`src/rtl/chained_hash_set_engine_top_defines.svh`:
```
// Assertion macros used by the engine top.
`ifndef CHAINED_HASH_SET_ENGINE_TOP_DEFINES_SVH
`define CHAINED_HASH_SET_ENGINE_TOP_DEFINES_SVH
`ifndef SYNTHESIS
`define CHSE_ASSERT(label, clk, rstn, prop) \
  label: assert property (@(posedge clk) disable iff (!rstn) prop) else $error("%m failed");
`define CHSE_ASSERT_NR(label, clk, prop) \
  label: assert property (@(posedge clk) prop) else $error("%m failed");
`else
`define CHSE_ASSERT(label, clk, rstn, prop)
`define CHSE_ASSERT_NR(label, clk, prop)
`endif
`endif

```
`src/rtl/chse_ram.sv`:
```
`timescale 1ns / 1ps
module chse_ram #(
  parameter int unsigned Width = 8,
  parameter int unsigned Depth = 16
) (
  input  logic                     clk_i,
  input  logic                     we_i,
  input  logic [$clog2(Depth)-1:0] waddr_i,
  input  logic [Width-1:0]         wdata_i,
  input  logic [$clog2(Depth)-1:0] raddr_i,
  output logic [Width-1:0]         rdata_o
);
  logic [Width-1:0] mem [Depth];

  // One write port, one registered read port.
  always_ff @(posedge clk_i) begin
    if (we_i) begin
      mem[waddr_i] <= wdata_i;
    end
    rdata_o <= mem[raddr_i];
  end
endmodule

```
`config.mk`:
```
export PLATFORM = sky130hd
export DESIGN_NAME = chse_ram
export DESIGN_NICKNAME = d
export VERILOG_FILES = /design/src/rtl/chained_hash_set_engine_top_defines.svh /design/src/rtl/chse_ram.sv
export SDC_FILE = /design/constraint.sdc
export NUM_CORES = 1
export LEC_CHECK = 0
export BUFFER_PORTS_ARGS = -buffer_cell sky130_fd_sc_hd__buf_2
export CORE_ASPECT_RATIO = 1.2
export CORE_UTILIZATION = 41
export CTS_BUF_LIST = sky130_fd_sc_hd__clkbuf_8
export DETAILED_ROUTE_END_ITERATION = 8
export PLACE_DENSITY = 0.55
export SYNTH_ARGS = -nofsm -noshare
export SYNTH_HDL_FRONTEND = slang
export SYNTH_SLANG_ARGS = --single-unit
```
`constraint.sdc`:
```
create_clock -name clk_i -period 2.05 [get_ports clk_i]
set_clock_uncertainty 0.1 [all_clocks]
set_input_delay 0.3075 -clock clk_i [delete_from_list [all_inputs] [get_ports clk_i]]
set_output_delay 0.3075 -clock clk_i [all_outputs]
set_load 0.03 [all_outputs]
```
Yosys cells after proc, flatten, opt, wreduce, memory -nomap -nowiden
Memory sizes are Yosys's and may differ from the RTL's. A register that Yosys moved wholly into a read port is not among the register bits. Index checks and enable logic that the tools add are counted.

Muxes and demuxes: 2.

Operators by type and width (number): 2-to-1 mux 1 bit (2).

Output and inout bits: 8. Bits of input ports: 18. Register bits: 0. Memories: 1. Memory bits (writable): 128. Logic and storage cells: 3.

Memories: mem (words 16, width 8, read ports 1, clocked after Yosys merged registers in 1, wr ports 1, RTL line chse_ram.sv:13) `logic [Width-1:0] mem [Depth];`.

Logic depth before layout (Yosys ltp)
Depth after elaboration: 2. Mapped depth: 5. Depth with buffers taken out: 3.

Worst setup path before layout
OpenSTA, ideal clock, no wires.

Kind: input-to-reg. Start: input waddr_i[2]. End: memory mem[0][0], enable pin. Data arrival time: 1.417 ns. Setup slack: 0.150 ns. Required time: 1.567 ns. Buffers on the path: 0. Setup time: 0.383 ns. Stages: 2. Cell sequence: or3b_2 > nor3_1.

RTL lines: from (decl) (RTL line chse_ram.sv:8) `input logic [$clog2(Depth)-1:0] waddr_i,`; to (decl) (RTL line chse_ram.sv:13).

Straight into the memory's write port.

==> results.toml <==
[yosys]
syn-instance-count = 229
synth_cell_type_count = 19
synth-seq-cells = 136
synth.top_cell.area_share_pct = 74.7
syn_area_um2 = 5150
yosys_warnings = 0
yosys.area.top_type = "edfxtp_1"
yosysSeqAreaShare_pct = 77.8
syn_nets = 247
avgSynthCellArea_um2 = 22.5
synth.area.top_cells = "edfxtp_1, mux4_2, mux4_1, dfxtp_1, a22oi_1"

[sta]
relSlewSlack_pct = 69.7
setup_viol = 0
tns_ps = 0
fin_crit_ps = 1450
slew_violations = 0
fmax_mhz = 688
min_period_over_period_pct = 70.9
worstMarginPinSlew_ps = 452
hold_viol = 0
grt_setup_unrepaired = "false"

[flow_run]
maxCapViolations = 0

[detailed_routing]
vias = 2458
postRouteAntennaNets = 0
wl_mm = 10.3
first_iter_violations = 139
routedWlPerCell_um = 22.4
via_per_inst = 5.34
drc = 0
dr.pass1.iters = 4

[power]
power.density_nw_per_um2 = 949
ir_worst_vdd_mv = 0.413
power_leakage_nw = 2.05

[setup_path]
path_cells = "mux4_1, a22oi_1, nand2_1"
critical_path_class = "reg -> reg"
ff2ff_setup_slack_ps = 600
crit_arrival_ps = 1670
max_stage_delay_ps = 530
start_kind = "flip-flop"
path_delay_family = "multiplexers"
cp_slowest_cell = "mux4_1"
critical_path_peak_fanout = 1
cp.required_ps = 2270
path_buf_inv = 0
critPathCaptureType = "flip-flop"

[final_layout]
seqCellArea_um2 = 4000
final_cell_count_no_fill = 460
fin_nets = 305
final_cell_area_um2 = 6020
nFillCells = 1014
multi_input_area_um2 = 1060
areaGrowthSynthToFinish_pct = 17.0
diodes = 0
drive_above_1_share_pct = 32.1

[status]
status = "finished clean"

[global_routing]
grt_pass1_wl_mm = 15.7
antenna_found_initial = 0
grt_pass1_vias = 2593
grtUsageTotal_pct = 17.4
grt_max_degree = 33
overflow = 0

[clocking]
cts_made_buffers = 17
postCtsResizedCells = 0
clk_latency_ps = 430
tritoncts = "built"
clock_path_buffers = 2
post-cts-setup-buffers = 0
cts_hold_buf = 0
clkTransAtPathRegs_ps = 70
root_buffer = "clkbuf_8"
clkSinkCount = 136
htree_levels = 4

[floorplan]
core_um2 = 12200
die_x_um = 104
row_count = 44
initial_core_util_pct = 42.3
io_pins = 26
die_area_um2 = 13000
fp.dieH_um = 125

[place]
place.detailed.hpwl_mm = 6.55
dp.cells = 429
port_buffers = 25
place.gp.congestion = 0.718
dpl-instance-area_um2 = 5610

[hold_path]
hold_path.class = "in -> reg"
## cells by family after synthesis
logic type	share of synthesized area, %
flops	77.8
compound gates	2.33
buf+inv	1.68
simple gates	3.18
mux	15.0
## cell usage after synthesis, drive strengths merged
master and instances:
edfxtp 128, nand2 9, nand3b 2, a22oi 16
mux4 32, nor2b 1, nand2b 2, and2b 1
and2 1, dfxtp 8, buf 7, nor3 4
nor2 13, or3b 1, clkdlybuf4s25 3, nand3 1
## state kept, by name, indices dropped and copies added, names as in the netlist
register and flops:
mem 128, rdata_o 8
## where the power goes
group / leakage, nW / internal, mW / total, mW / switching, mW
clock: 0.214 / 1.31 / 2.26 / 0.950
sequential: 1.22 / 3.11 / 3.12 / 0.0191
combinational: 0.611 / 0.133 / 0.332 / 0.200
total: 2.05 / 4.55 / 5.72 / 1.17
## worst register-to-register path, delay by kind of cell (launching register included)
kind	cells	cell delay, ps
muxes	1	530
DFF	1	360
AOI/OAI and AO/OA	1	260
and+or+nand+nor	1	80
## layer usage
metal / track usage, % / share of wire, % / up-vias
met4: 7.48 / 1.7 / 0
met5: 0 / 0 / -
met3: 5.13 / 4.3 / 15
li1: - / - / 1084
met1: 23.6 / 46 / 1286
met2: 26.2 / 48 / 73
## placed cells by master (no fill, tap or decap), types with 2 or more instances in the layout
cell type	Yosys	layout
buf_12	0	3
nor2_1	13	13
buf_4	1	21
bufinv_16	0	3
inv_1	0	2
edfxtp_1	128	128
clkinvlp_4	0	2
mux4_2	18	18
nand2b_1	2	2
mux4_1	14	14
nand2_1	9	9
buf_2	3	25
dfxtp_1	8	8
nand3b_1	2	2
a22oi_1	16	16
nor3_1	4	4
clkinv_2	0	2
clkbuf_8	0	21
## path summary, 6_finish.rpt
| path | startpoint | end | cells after the start |
|---|---|---|---|
| min reg2reg | mem[14][3]$_DFFE_PP_ | rdata_o[3]$_DFF_P_ | 3 |
| min | wdata_i[7] | mem[4][7]$_DFFE_PP_ | 1 |
| max | mem[5][3]$_DFFE_PP_ | rdata_o[3]$_DFF_P_ | 3 |
| max reg2reg | mem[5][3]$_DFFE_PP_ | rdata_o[3]$_DFF_P_ | 3 |
## final cells by class
cell class | instances | share of cell area, %
Multi-Input combinational cell | 83 | 17.6
Clock inverter | 10 | 2.10
Sequential cell | 136 | 66.5
Clock buffer | 21 | 4.80
Tap cell | 161 | 3.35
Timing Repair Buffer | 49 | 5.69
## through the flow
| stage | util, % | hold WS [ps] | setup slack, ps | power (mW) |
|---|---|---|---|---|
| 6_report | 49.5 | 158 | 598 | 5.72 |
| 5_1_grt | 49.5 | 142 | 558 | 5.92 |
| 4_1_cts | 49.5 | 139 | 578 | 5.77 |
| 3_5_place_dp | 46.1 | 553 | 207 | 3.53 |
| 3_3_place_gp | 46.1 | 551 | 220 | 3.52 |
| 2_1_floorplan | - | 306 | 150 | 3.37 |
No activity file was read; power rests on OpenSTA's default activity.
