**src/rtl/chained_hash_set_engine_top_defines.svh**
```systemverilog
// Assertion macros used by the engine top.
`ifndef CHAINED_HASH_SET_ENGINE_TOP_DEFINES_SVH
`define CHAINED_HASH_SET_ENGINE_TOP_DEFINES_SVH
`ifndef SYNTHESIS
`define CHSE_ASSERT(label, clk, rstn, prop) \
  label: assert property (@(posedge clk) disable iff (!rstn) prop) else $error("%m failed");
`define CHSE_ASSERT_NR(label, clk, prop) \
  label: assert property (@(posedge clk) prop) else $error("%m failed");
`else
`define CHSE_ASSERT(label, clk, rstn, prop)
`define CHSE_ASSERT_NR(label, clk, prop)
`endif
`endif

```
**src/rtl/chse_pkg.sv**
```systemverilog
`timescale 1ns / 1ps
package chse_pkg;
  localparam int unsigned KeyW = 64;
  localparam int unsigned CntW = 13;

  localparam logic OP_INSERT = 1'b0;
  localparam logic OP_QUERY  = 1'b1;

  // Wang style 64-bit integer mix, split into three stages.
  // First stage: complement-add and the first fold.
  function automatic logic [63:0] mix_s1(input logic [63:0] k_in);
    logic [63:0] k;
    k = (~k_in) + (k_in << 21);
    k = k ^ (k >> 24);
    return k;
  endfunction

  // Second stage: multiply by 265 as shifts and adds, then fold.
  function automatic logic [63:0] mix_s2(input logic [63:0] k_in);
    logic [63:0] k;
    k = (k_in + (k_in << 3)) + (k_in << 8);
    k = k ^ (k >> 14);
    return k;
  endfunction

  // Third stage: multiply by 21, fold, and the final shifted add.
  function automatic logic [63:0] mix_s3(input logic [63:0] k_in);
    logic [63:0] k;
    k = (k_in + (k_in << 2)) + (k_in << 4);
    k = k ^ (k >> 28);
    k = k + (k << 31);
    return k;
  endfunction
endpackage

```
**src/rtl/chse_hash_mod.sv**
```systemverilog
`timescale 1ns / 1ps
module chse_hash_mod #(
  parameter int unsigned IdxW = 12
) (
  input  logic             clk_i,
  input  logic             rst_ni,
  input  logic             start_i,
  input  logic [63:0]      hash_i,
  input  logic [IdxW:0]    divisor_i,
  output logic             done_o,
  output logic [IdxW-1:0]  rem_o
);
  import chse_pkg::*;

  localparam int unsigned CW = 7;
  localparam int unsigned BitsPerStep = 4;

  logic [63:0]   num_q, num_d;
  logic [IdxW:0] rem_q, rem_d;
  logic [CW-1:0] cnt_q, cnt_d;
  logic          busy_q, busy_d;
  logic          done_q, done_d;

  // Restoring remainder, four bits of the dividend per cycle.
  always_comb begin
    logic [IdxW+1:0] r;
    num_d  = num_q;
    rem_d  = rem_q;
    cnt_d  = cnt_q;
    busy_d = busy_q;
    done_d = 1'b0;
    r      = '0;
    if (start_i) begin
      num_d  = hash_i;
      rem_d  = '0;
      cnt_d  = CW'(64 / BitsPerStep);
      busy_d = 1'b1;
    end else if (busy_q) begin
      r = {1'b0, rem_q};
      for (int i = 0; i < BitsPerStep; i++) begin
        r = {r[IdxW:0], num_d[63]};
        num_d = num_d << 1;
        if (r >= {1'b0, divisor_i}) begin
          r = r - {1'b0, divisor_i};
        end
      end
      rem_d = r[IdxW:0];
      cnt_d = cnt_q - CW'(1);
      if (cnt_q == CW'(1)) begin
        busy_d = 1'b0;
        done_d = 1'b1;
      end
    end
  end

  always_ff @(posedge clk_i or negedge rst_ni) begin
    if (!rst_ni) begin
      busy_q <= 1'b0;
      done_q <= 1'b0;
      cnt_q  <= '0;
    end else begin
      busy_q <= busy_d;
      done_q <= done_d;
      cnt_q  <= cnt_d;
    end
  end

  always_ff @(posedge clk_i) begin
    num_q <= num_d;
    rem_q <= rem_d;
  end

  assign done_o = done_q;
  assign rem_o  = rem_q[IdxW-1:0];
endmodule

```
**config.mk**
```make
export PLATFORM = sky130hd
export DESIGN_NAME = chse_hash_mod
export DESIGN_NICKNAME = d
export VERILOG_FILES = /design/src/rtl/chained_hash_set_engine_top_defines.svh /design/src/rtl/chse_pkg.sv /design/src/rtl/chse_hash_mod.sv
export SDC_FILE = /design/constraint.sdc
export NUM_CORES = 1
export LEC_CHECK = 0
export BUFFER_PORTS_ARGS = -buffer_cell sky130_fd_sc_hd__buf_2
export CORE_MARGIN = 1
export CORE_UTILIZATION = 50
export CTS_BUF_LIST = sky130_fd_sc_hd__clkbuf_4 sky130_fd_sc_hd__clkbuf_8
export DETAILED_ROUTE_END_ITERATION = 16
export GPL_TIMING_DRIVEN = 0
export PLACE_DENSITY = 0.71
export SLEW_MARGIN = 15
export SYNTH_ARGS = -nofsm -noshare
export SYNTH_HDL_FRONTEND = slang
export SYNTH_SLANG_ARGS = --single-unit
```
**constraint.sdc**
```tcl
create_clock -name clk_i -period 17.8 [get_ports clk_i]
set_clock_uncertainty 0.1 [all_clocks]
set_input_delay 0 -clock clk_i [delete_from_list [all_inputs] [get_ports clk_i]]
set_output_delay 0 -clock clk_i [all_outputs]
set_load 0.1 [all_outputs]
```
=== Yosys cells after proc, flatten, opt, wreduce, memory -nomap -nowiden ===
Cells that the tools add are included.

* Register bits after elaboration: 86
* Output and inout bits: 13
* Input bits: 80

* Add/subtract/negate cells: 5
* Order comparisons: 4
* Reduce and logical (&&, ||, !) cells: 1
* Muxes and demuxes: 20
* Eq/ne operators: 1

{| class="wikitable"
|+ Operator list
! kind !! count
|-
| 2-to-1 mux 13 bit || 10
|-
| 2-to-1 mux 64 bit || 2
|-
| greater-or-equal comparator 14 x 13 -> 1 bit || 4
|-
| subtractor 13 bit || 4
|-
| 2-to-1 mux 7 bit || 2
|-
| == test 7 x 1 -> 1 bit (second input constant) || 1
|-
| subtractor 7 x 1 -> 7 bit (second input constant) || 1
|-
| 2-to-1 mux 1 bit || 6
|-
| nonzero test 2 bit || 1
|}

=== Longest topological paths before layout ===
Gate-level depths: netlist of run 1.

* Depth after elaboration: 14
* Mapped depth: 41
* Mapped depth without buffers: 40

=== Worst setup path after synthesis of run 1 ===
No wires, ideal clock.

* Path kind: reg-to-reg
* From: register num_q[63]
* To: register rem_q[1]
* Path slack: 8.790 ns
* Cell stages (with the launch flop): 41
* Data arrival time: 8.831 ns
* Cell sequence: edfxtp_1 -> inv_1 -> ha_1 -> fa_1 -> nor2b_1 -> o31a_1 -> o311ai_4 -> a41oi_1 -> buf_2 -> mux2i_1 -> inv_1 -> ha_1 -> a211oi_1 -> o21ai_0 -> o22ai_1 -> o21ai_1 -> and2_2 -> nor2_2 -> (+5 left out) -> o41a_1 -> o32a_1 -> or4_1 -> buf_6 -> nand2b_4 -> buf_6 -> mux2i_1 -> ha_1 -> nor2b_1 -> o31a_1 -> o211ai_1 -> a21o_1 -> a31oi_1 -> o21ai_0 -> nand2b_1 -> a211oi_4 -> mux2_4 -> a211oi_2

* Word-level cells in the longest chain between the ends: 14

{| class="wikitable"
|+ Ends and longest elaborated chain
! item !! line !! text
|-
| start: declaration || chse_hash_mod.sv:18 || <nowiki>logic [63:0] num_q, num_d;</nowiki>
|-
| start signal: assignment || chse_hash_mod.sv:69 || <nowiki>num_q <= num_d;</nowiki>
|-
| subtractor 13 bit or greater-or-equal comparator 14 x 13 -> 1 bit (tied branches) || chse_hash_mod.sv:44, chse_hash_mod.sv:43 ||
|-
| 2-to-1 mux 13 bit (*) || chse_hash_mod.sv:43 || <nowiki>if (r >= {1'b0, divisor_i}) begin</nowiki>
|-
| 2-to-1 mux 13 bit (*) || chse_hash_mod.sv:38 || <nowiki>end else if (busy_q) begin</nowiki>
|-
| 2-to-1 mux 13 bit (*) || chse_hash_mod.sv:33 || <nowiki>if (start_i) begin</nowiki>
|-
| subtractor 13 bit or greater-or-equal comparator 14 x 13 -> 1 bit (tied branches) || chse_hash_mod.sv:44, chse_hash_mod.sv:43 ||
|-
| 2-to-1 mux 13 bit (*) || chse_hash_mod.sv:43 ||
|-
| 2-to-1 mux 13 bit (*) || chse_hash_mod.sv:38 ||
|-
| 2-to-1 mux 13 bit (*) || chse_hash_mod.sv:33 ||
|-
| greater-or-equal comparator 14 x 13 -> 1 bit or subtractor 13 bit (tied branches) || chse_hash_mod.sv:43, chse_hash_mod.sv:44 ||
|-
| 2-to-1 mux 13 bit (*) || chse_hash_mod.sv:43 ||
|-
| 2-to-1 mux 13 bit (*) || chse_hash_mod.sv:38 ||
|-
| 2-to-1 mux 13 bit (*) || chse_hash_mod.sv:33 ||
|-
| subtractor 13 bit or greater-or-equal comparator 14 x 13 -> 1 bit (tied branches) || chse_hash_mod.sv:44, chse_hash_mod.sv:43 ||
|-
| 2-to-1 mux 13 bit (*) || chse_hash_mod.sv:43 ||
|-
| end signal: assignment || chse_hash_mod.sv:70 || <nowiki>rem_q <= rem_d;</nowiki>
|-
| end: declaration || chse_hash_mod.sv:19 || <nowiki>logic [IdxW:0] rem_q, rem_d;</nowiki>
|}

Mark *: on every way between the ends. The rest lies on a longest branch, timed or not. The select of a mux whose other input is x is not followed.
A chain may end at the register's enable or synchronous reset.

=== Worst setup path after layout of run 1 ===
* From: register num_q[63]
* To: register rem_q[7]

* Word-level cells in the longest chain between the ends: 14

{| class="wikitable"
|+ Ends and longest elaborated chain
! item !! line
|-
| subtractor 13 bit or greater-or-equal comparator 14 x 13 -> 1 bit (tied branches) || chse_hash_mod.sv:44, chse_hash_mod.sv:43
|-
| 2-to-1 mux 13 bit (*) || chse_hash_mod.sv:43
|-
| 2-to-1 mux 13 bit (*) || chse_hash_mod.sv:38
|-
| 2-to-1 mux 13 bit (*) || chse_hash_mod.sv:33
|-
| subtractor 13 bit or greater-or-equal comparator 14 x 13 -> 1 bit (tied branches) || chse_hash_mod.sv:44, chse_hash_mod.sv:43
|-
| 2-to-1 mux 13 bit (*) || chse_hash_mod.sv:43
|-
| 2-to-1 mux 13 bit (*) || chse_hash_mod.sv:38
|-
| 2-to-1 mux 13 bit (*) || chse_hash_mod.sv:33
|-
| subtractor 13 bit or greater-or-equal comparator 14 x 13 -> 1 bit (tied branches) || chse_hash_mod.sv:44, chse_hash_mod.sv:43
|-
| 2-to-1 mux 13 bit (*) || chse_hash_mod.sv:43
|-
| 2-to-1 mux 13 bit (*) || chse_hash_mod.sv:38
|-
| 2-to-1 mux 13 bit (*) || chse_hash_mod.sv:33
|-
| subtractor 13 bit or greater-or-equal comparator 14 x 13 -> 1 bit (tied branches) || chse_hash_mod.sv:44, chse_hash_mod.sv:43
|-
| 2-to-1 mux 13 bit (*) || chse_hash_mod.sv:43
|}

Marked as above.

==> metrics.cfg, run 1 <==
[outcome]
status = complete, no violations

[global_routing]
track_usage_pct = 27.3
overflow = 0
grt_first_pass_wirelength_um = 29900
grt_pass1_vias = 5913
antenna_found_initial = 1
grt_max_degree = 65

[routing]
top_layer = met4
drc = 0
drtAntennaViolNets = 0
route.met3.wl_um = 1180
route.vias.total = 5812
wl_met1_um = 7960
drt_first_pass_iters = 5
wl_met2_um = 8880
drt_iter0_markers = 361
viasPerCell = 5.77
routed_wl_um = 18700
wl_per_cell_um = 18.5

[synthesis]
syn_area_um2 = 6820
yosysSeqAreaShare_pct = 35.3
avgSynthCellArea_um2 = 10.4
synth-edff-count = 64
async_reset_ff_share_pct = 10.5
yosys_warnings = 0
synthCells = 658
synth.ff_latch_count = 86
synth_top_flop_cell = edfxtp_1
synth_cell_types = 83
syn-num-nets = 796

[setup_path]
slowest_stage = clkbuf_1
reg2reg_slack_ps = 6820
critPathRequiredTime_ps = 17920
r2r_cells = 40
critPathLaunchType = flip-flop
worstPathBufferInverterCount = 6
crit_family = compound AO/OA/AOI/OAI gates
reg2reg_to = rem_q[7]
critPathKind = reg2reg
crit_fanout = 10
end_kind = flip-flop
max_stage_delay_ps = 530
r2r_start = num_q[63]
arrival_ps = 11100

[floorplanning]
start_util_pct = 51.3
num_rows = 42
io_pins = 93
core_um2 = 13300
die_h_um = 119
fp.dieArea_um2 = 14100
fp.dieW_um = 119

[cells_and_area]
fin_nets = 964
multi_input_area_um2 = 4080
drive_above_1_share_pct = 26.6
final_area_um2 = 8410
most-common-layout-cells = 93 x buf_2, 66 x dlygate4sd3_1, 65 x mux2_2
final_common_cell = buf_2
areaGrowthSynthToFinish_pct = 23.3
n_fill_cell = 1086
regArea_um2 = 2410

[sta]
timing.final.max_slew_violations = 0
hold_viol_final = 0
rsz0062_at_grt = no
finalCritPeriodShare_pct = 61.7
setup_tns_ps = 0
setup_viol = 0
period_needed_ps = 10980
slew_headroom_pct = 47.6
worst_pin_slew_ps = 786
timing.fmax_ghz = 0.0911

[clocking]
cts.reportedPaths.clkPinSlew_ps = 90
cts_tree = done
cts_made_buffers = 9
hold_buffers = 66
htree_levels = 3
postCtsSetupBuffers = 0
cts.sinks = 86
clockBufferDepth = 2
post_cts_resized = 0
cts_root_buf = clkbuf_8
clk_latency_ps = 370

[worst_hold_path]
worstHoldStart = divisor_i[0]
worstHoldEndpoint = rem_q[0]
hold_class = in2reg
worstHoldPathCells = 4

[place]
dpl.hpwl_um = 13700
gp_congestion = 0.918
dpl_cell_area_um2 = 7500
io_buffer_count = 91

[run]
maxCapViolCount = 0

routing by layer:
| layer | vias up | track usage (%) |
|---|---|---|
| li1 | 2783 | - |
| met3 | 42 | 6.18 |
| met5 | - | 0 |
| met4 | 0 | 11.1 |
| met2 | 202 | 45.7 |
| met1 | 2785 | 33.9 |
final cells by class:
| type | count | share of cell area (%) |
|---|---|---|
| multi-input cells | 503 | 48.5 |
| flip-flops and latches | 86 | 28.6 |
| repair buffers | 157 | 13.3 |
| well taps | 176 | 2.62 |
| plain buffers | 32 | 2.28 |
| inverters | 37 | 1.68 |
| clock inverters | 7 | 1.49 |
| clock buffers | 9 | 1.47 |
| diodes | 1 | 0.0298 |
flip-flops by register name, indices dropped and copies added, names as in the netlist:
name	cells
done_o	1
rem_q	13
num_q	64
busy_q	1
cnt_q	7
stage by stage:
step,std cells,hold slack [ps],util [%],setup slack (ps)
2_1_floorplan,658,-396,-,8790
3_3_place_gp,925,-244,56.4,7230
3_5_place_dp,925,-239,56.4,7060
4_1_cts,1007,91.4,63.2,7000
5_1_grt,1008,135,63.2,6360
6_report,1008,121,63.2,6820
synthesized netlist by cell type (4+ instances only):
master    count  area [um2]
inv_1        36         135
edfxtp_1     64        1920
fa_1          4        80.1
dfxtp_1      13         260
o221ai_1      5        43.8
buf_1         9        33.8
clkbuf_1      5        18.8
a211oi_1     19         143
nor2_1       57         214
and2_1        6        37.5
dfrtp_1       9         225
mux2_2       65         732
xnor2_1      20         175
nand2_1      21        78.8
o31a_1        4        35.0
nor2b_1       7        43.8
nor3_1       17        85.1
nand2b_1     13        81.3
nand3_1       8        40.0
mux2i_1      23         230
a21oi_1      35         175
xor2_1       20         175
or2_2         4        25.0
o21a_1       13        97.6
a21o_1        9        67.6
nand4_1       7        43.8
o21ai_0      22         110
buf_4        12        90.1
ha_1         54         676
logic make-up after synthesis:
| group | Yosys count | share of synthesized area (%) |
|---|---|---|
| muxes | 90 | 14.5 |
| and+or+nand+nor | 165 | 12.7 |
| xor gates and xnor gates | 40 | 5.14 |
| buffers and inverters | 69 | 4.84 |
| adders and majority gates | 58 | 11.1 |
| DFF | 86 | 35.3 |
| AOI/OAI and AO/OA | 150 | 16.4 |
tightest hold or removal path, delay by kind of cell:
kind / cells / cell delay [ps]
AOI/OAI and AO/OA: 1 / 80
adders and majority gates: 1 / 190
buffers and inverters: 1 / 160
and+or+nand+nor: 1 / 110
how the worst max path moves through the flow:
stage | to | start | slack (ps) | cells after the start
detailed placement | rem_q[7] | num_q[63] | 7060 | 41
global route | rem_q[7] | num_q[63] | 6360 | 40
CTS | rem_q[7] | num_q[63] | 7000 | 41
finish | rem_q[7] | num_q[63] | 6820 | 40
floorplan | rem_q[1] | num_q[63] | 8790 | 40
global placement | rem_q[7] | num_q[63] | 7230 | 41
Power of run 1 is not shown: default switching activity piles up to over one toggle a cycle in this logic, so the estimate is an artifact.
==> run 2, diff against run 1 <==
--- a/config.mk
+++ b/config.mk
@@ -11,7 +11,7 @@
 export CTS_BUF_LIST = sky130_fd_sc_hd__clkbuf_4 sky130_fd_sc_hd__clkbuf_8
 export DETAILED_ROUTE_END_ITERATION = 16
 export GPL_TIMING_DRIVEN = 0
-export PLACE_DENSITY = 0.71
+export PLACE_DENSITY = 0.74
 export SLEW_MARGIN = 15
 export SYNTH_ARGS = -nofsm -noshare
 export SYNTH_HDL_FRONTEND = slang
==> constraint.sdc (replaced) <==
create_clock -name clk_i -period 8.8 [get_ports clk_i]
set_clock_uncertainty 0.1 [all_clocks]
set_input_delay 0 -clock clk_i [delete_from_list [all_inputs] [get_ports clk_i]]
set_output_delay 0 -clock clk_i [all_outputs]
set_load 0.1 [all_outputs]
==> run 2 against run 1 <==
Compared with the run above: the flow now finishes with violations (setup timing); maximum frequency rose by 21%; via count is 11% higher; sequential cell count is the same; core utilization grew 9.1 points; worst setup slack lost 7100 ps; register-to-register slack lost 7100 ps; die area unchanged; cell count is 7.0% higher; global-route usage increased by 2.3 points; critical path type unchanged.
==> metrics.cfg, run 2 (synthesis gave the netlist of run 1 again) <==
[sta]
period_needed_ps = 9060  ; -1920 ps
slew_headroom_pct = 48.1  ; +0.47 points
rsz0062_at_grt = yes
timing.fmax_ghz = 0.110  ; +21%
timing.final.max_slew_violations = 0  ; unchanged
setup_slack_ps = -256  ; -7080 ps
hold_viol_final = 0  ; unchanged
finalCritPeriodShare_pct = 103  ; +41 points
worst_pin_slew_ps = 779  ; -7.05 ps
setup_viol = 13  ; +13

[floorplanning]
fp.dieArea_um2 = 14100  ; unchanged
start_util_pct = 51.3  ; unchanged
core_um2 = 13300  ; unchanged
io_pins = 93  ; unchanged
fp.dieW_um = 119  ; unchanged
num_rows = 42  ; unchanged
die_h_um = 119  ; unchanged

[worst_hold_path]
worstHoldStart = divisor_i[0]
worstHoldEndpoint = rem_q[0]
hold_class = in2reg
worstHoldPathCells = 4  ; unchanged

[routing]
drt_iter0_markers = 568  ; +57%
wl_per_cell_um = 20.3  ; +9.5%
drt_first_pass_iters = 6  ; +1
viasPerCell = 5.98  ; +3.8%
drc = 0  ; unchanged
route.vias.total = 6455  ; +11%
routed_wl_um = 21900  ; +17%
drtAntennaViolNets = 0  ; unchanged

[run]
maxCapViolCount = 0  ; unchanged

[place]
io_buffer_count = 91  ; unchanged
gp_congestion = 0.918  ; about the same
place_inst = 925  ; unchanged
dpl.hpwl_um = 13800  ; +0.72%

[setup_path]
r2r_start = num_q[63]
r2r_cells = 42  ; +5.0%
arrival_ps = 9180  ; -1920 ps
worst_path_most_repeated_cell = buf_6
crit_fanout = 6  ; -4
slowest_stage = o41a_1
max_stage_delay_ps = 460  ; -70 ps
critPathKind = reg2reg
end_kind = flip-flop
critPathRequiredTime_ps = 8920  ; -9000 ps
critPathLaunchType = flip-flop
reg2reg_to = rem_q[6]
reg2reg_slack_ps = -260  ; -7080 ps

[cells_and_area]
utilization_pct = 72.3  ; +9.1 points
top_regs = num_q: 64 flops, rem_q: 13 flops, cnt_q: 7 flops
drive_above_1_share_pct = 42.1  ; +15 points
final_common_cell = buf_2
regArea_um2 = 2410  ; +0.10%
most-common-layout-cells = 92 x buf_2, 82 x buf_4, 66 x dlygate4sd3_1
areaGrowthSynthToFinish_pct = 41.0
final_cells = 1079  ; +7.0%
multi_input_area_um2 = 4750  ; +16%
regMostFlops = num_q
n_fill_cell = 893  ; -18%
largest_reg_flops = 64  ; unchanged
fin_nets = 1038  ; +7.7%
antenna_cells = 0  ; -1

[outcome]
status = finished with violations
violations = setup timing

[clocking]
cts_made_buffers = 9  ; unchanged
cts_tree = done
clockBufferDepth = 2  ; unchanged
cts_root_buf = clkbuf_8
cts.sinks = 86  ; unchanged
clk_latency_ps = 360  ; about the same
cts.reportedPaths.clkPinSlew_ps = 80  ; about the same
htree_levels = 3  ; unchanged

[global_routing]
grt_first_pass_wirelength_um = 32000  ; +7.1%
antenna_found_initial = 0  ; -1
grt_pass1_vias = 6270  ; +6.0%
grt_max_degree = 65  ; unchanged
overflow = 0  ; unchanged
track_usage_pct = 29.6  ; +2.3 points

run 2: layout make-up:
class	instances	share of cell area [%]
Sequential cell	86	25.1
Tap cell	176	2.29
Clock buffer	10	1.37
Buffer	30	1.98
Timing Repair Buffer	233	17.9
Clock inverter	4	0.521
Inverter	37	1.47
Multi-Input combinational cell	503	49.4
run 2: worst max-delay path, delay by kind of cell, from the launching register on:
kind / cells / cell delay (ps)
buf+inv: 8 / 1240
fa+ha+maj: 5 / 1220
flops: 1 / 450
mux: 3 / 700
simple gates: 9 / 1240
compound gates: 17 / 3940
run 2: per-stage QoR:
stage	cell area (um2)	TNS (ps)	hold WS [ps]	worst slack [ps]
after floorplan	6830	0	-396	49.8
after global placement	7500	-15610	-242	-1310
after detailed placement	7510	-17510	-239	-1480
after CTS	9210	-2620	131	-248
after global routing	9610	-5130	138	-430
final	9610	-2900	195	-256
run 2: per-layer routing:
| metal | track usage, % | up-vias | wire [um] |
|---|---|---|---|
| met3 | 4.97 | 103 | 1400 |
| met4 | 12.3 | 0 | 1120 |
| met5 | 0 | - | 0 |
| met1 | 35.7 | 3101 | 8500 |
| li1 | - | 2921 | - |
| met2 | 51.9 | 330 | 10900 |
run 2: worst max-delay path by stage:
stage | start | end | slack, ps | cells past startpoint
2_1_floorplan | num_q[63] | rem_q[1] | 50 | 40
3_3_place_gp | num_q[63] | rem_q[7] | -1310 | 41
3_5_place_dp | num_q[63] | rem_q[7] | -1480 | 41
4_1_cts | num_q[63] | rem_q[7] | -250 | 41
5_1_grt | num_q[63] | rem_q[7] | -430 | 42
6_report | num_q[63] | rem_q[6] | -260 | 42
run 2: what timing repair did:
action / 4_1_cts / 5_1_grt
gates resized for setup: 88 / 52
setup buffers: 54 / 24
setup endpoints to repair: 13 / 13
hold buffers: 66 / 0
endpoints found under the hold margin: 73 / 0
cloned: 2 / 0
pin swaps: 38 / 39
Power of run 2 is left out for the same reason.
==> run 3, diff against run 2 <==
--- a/config.mk
+++ b/config.mk
@@ -5,7 +5,7 @@
 export SDC_FILE = /design/constraint.sdc
 export NUM_CORES = 1
 export LEC_CHECK = 0
-export BUFFER_PORTS_ARGS = -buffer_cell sky130_fd_sc_hd__buf_2
+export BUFFER_PORTS_ARGS = -buffer_cell sky130_fd_sc_hd__clkbuf_2
 export CORE_MARGIN = 1
 export CORE_UTILIZATION = 50
 export CTS_BUF_LIST = sky130_fd_sc_hd__clkbuf_4 sky130_fd_sc_hd__clkbuf_8
==> constraint.sdc (replaced) <==
create_clock -name clk_i -period 7.3 [get_ports clk_i]
set_clock_uncertainty 0.1 [all_clocks]
set_input_delay 0 -clock clk_i [delete_from_list [all_inputs] [get_ports clk_i]]
set_output_delay 0 -clock clk_i [all_outputs]
set_load 0.1 [all_outputs]
==> run 3 against run 2 <==
Compared with the run above: global-route usage rose by 0.82 points; register-to-register slack got worse by 1700 ps; worst setup slack got worse by 1700 ps; critical path depth fell by 4; sequential cell count did not move; via count fell by 3.4%; sequential share of layout area rose by 0.81 points; non-clock buffer count fell by 21; the flow still finishes with violations (setup timing); cell count fell by 1.8%; wire length fell by 2.5%; die area did not move.
==> metrics.cfg, run 3 (synthesis gave the netlist of run 1 again) <==
[cells_and_area]
most-common-layout-cells = 92 x clkbuf_2, 66 x dlygate4sd3_1, 64 x mux2_2, 64 x edfxtp_1, 61 x buf_4
n_fill_cell = 943  ; +5.6%
regMostFlops = num_q
utilization_pct = 70.0  ; -2.3 points
antenna_cells = 0  ; unchanged
fin_nets = 1017  ; -2.0%
drive_above_1_share_pct = 39.4  ; -2.7 points
final_common_cell = clkbuf_2
top_regs = num_q: 64 flops, rem_q: 13 flops, cnt_q: 7 flops
largest_reg_flops = 64  ; unchanged
areaGrowthSynthToFinish_pct = 36.5

[place]
dpl.hpwl_um = 14100  ; +2.1%
post-place-ws_ps = -2460  ; -975 ps
gp_congestion = 0.916  ; -0.27%
io_buffer_count = 91  ; unchanged

[floorplanning]
fp.dieW_um = 119  ; unchanged
core_um2 = 13300  ; unchanged
start_util_pct = 51.3  ; unchanged
num_rows = 42  ; unchanged
io_pins = 93  ; unchanged
fp.dieArea_um2 = 14100  ; unchanged
die_h_um = 119  ; unchanged

[outcome]
status = finished with violations
violations = setup timing

[routing]
drt_iter0_markers = 667  ; +17%
drt_first_pass_iters = 5  ; -1
routed_wl_um = 21300  ; -2.5%
wl_per_cell_um = 20.1  ; -0.80%
drc = 0  ; unchanged
drtAntennaViolNets = 0  ; unchanged
viasPerCell = 5.88  ; -1.7%
route.vias.total = 6236  ; -3.4%

[global_routing]
grt_max_degree = 65  ; unchanged
overflow = 0  ; unchanged
antenna_found_initial = 0  ; unchanged
grt_pass1_vias = 6407  ; +2.2%
track_usage_pct = 30.4  ; +0.82 points
grt_first_pass_wirelength_um = 33300  ; +4.0%

[sta]
setup_viol = 13  ; unchanged
worst_pin_slew_ps = 785  ; +5.84 ps
period_needed_ps = 9290  ; +236 ps
finalCritPeriodShare_pct = 127  ; +24 points
hold_viol_final = 0  ; unchanged
timing.fmax_ghz = 0.108  ; -2.5%
slew_headroom_pct = 47.7  ; -0.39 points
timing.final.max_slew_violations = 0  ; unchanged
rsz0062_at_grt = yes
setup_slack_ps = -1990  ; -1740 ps

[setup_path]
arrival_ps = 9400  ; +220 ps
worst_path_most_repeated_cell = ha_1
critPathKind = reg2reg
critPathRequiredTime_ps = 7410  ; -1510 ps
max_stage_delay_ps = 510  ; +50 ps
end_kind = flip-flop
critPathLaunchType = flip-flop
crit_fanout = 7  ; +1
slowest_stage = dfxtp_1

[clocking]
clk_latency_ps = 360  ; about the same
htree_levels = 3  ; unchanged
cts_tree = done
clockBufferDepth = 2  ; unchanged
cts.sinks = 86  ; unchanged
cts_made_buffers = 9  ; unchanged
cts.reportedPaths.clkPinSlew_ps = 90  ; about the same
cts_root_buf = clkbuf_8

[worst_hold_path]
hold_class = in2reg

[run]
maxCapViolCount = 0  ; unchanged

-- run 3: layout make-up --
type	instances	area [um2]	area share [%]
Multi-Input combinational cell	503	4590	49.3
Sequential cell	86	2410	25.9
Timing Repair Buffer	211	1550	16.6
Tap cell	176	220	2.37
Buffer	31	205	2.20
Inverter	37	141	1.52
Clock buffer	11	139	1.49
Clock inverter	5	57.6	0.618
-- run 3: what timing repair did --
action / in CTS / in global routing
resized for setup: 50 / 37
pin swaps: 21 / 28
hold endpoints to repair: 73 / 0
endpoints found under the setup margin: 13 / 13
setup buffers: 41 / 12
cloned: 2 / 0
hold buffers: 66 / 0
-- run 3: path summary, 6_finish.rpt --
| kind | depth (start not counted) | endpoint | startpoint | slack [ps] |
|---|---|---|---|---|
| min reg2reg | 2 | rem_q[12] | rem_q[12] | 440 |
| min in group asynchronous | 3 | cnt_q[2] | rst_ni | 540 |
| min | 4 | rem_q[2] | start_i | 230 |
| max reg2reg | 38 | rem_q[5] | rem_q[7] | -1990 |
| max | 38 | rem_q[5] | rem_q[7] | -1990 |
| max in group asynchronous | 3 | busy_q | rst_ni | 6260 |
-- run 3: worst max-delay path: cells and delay by family, from the launching register on --
kind | cells | cell delay (ps)
and+or+nand+nor | 11 | 1980
muxes | 4 | 1150
buffers and inverters | 6 | 910
adders and majority gates | 4 | 1240
DFF | 1 | 510
AOI/OAI and AO/OA | 13 | 3230
-- run 3: metal layers --
metal	vias up	GRT usage (%)	share of wire (%)
met5	-	0	0
met4	0	12.3	4.2
met3	64	4.87	6.1
met2	286	53.7	51
met1	2999	36.7	39
li1	2887	-	-
-- run 3: metrics by stage --
step           setup TNS (ps)  instances  cell area (um2)  hold slack, ps
2_1_floorplan          -12270        658             6990            -396
3_3_place_gp           -28350        925             7660            -236
3_5_place_dp           -30490        925             7660            -233
4_1_cts                -20510       1050             9080             179
5_1_grt                -28300       1060             9310             235
6_report               -25060       1060             9310             231
Power of run 3 is left out for the same reason.
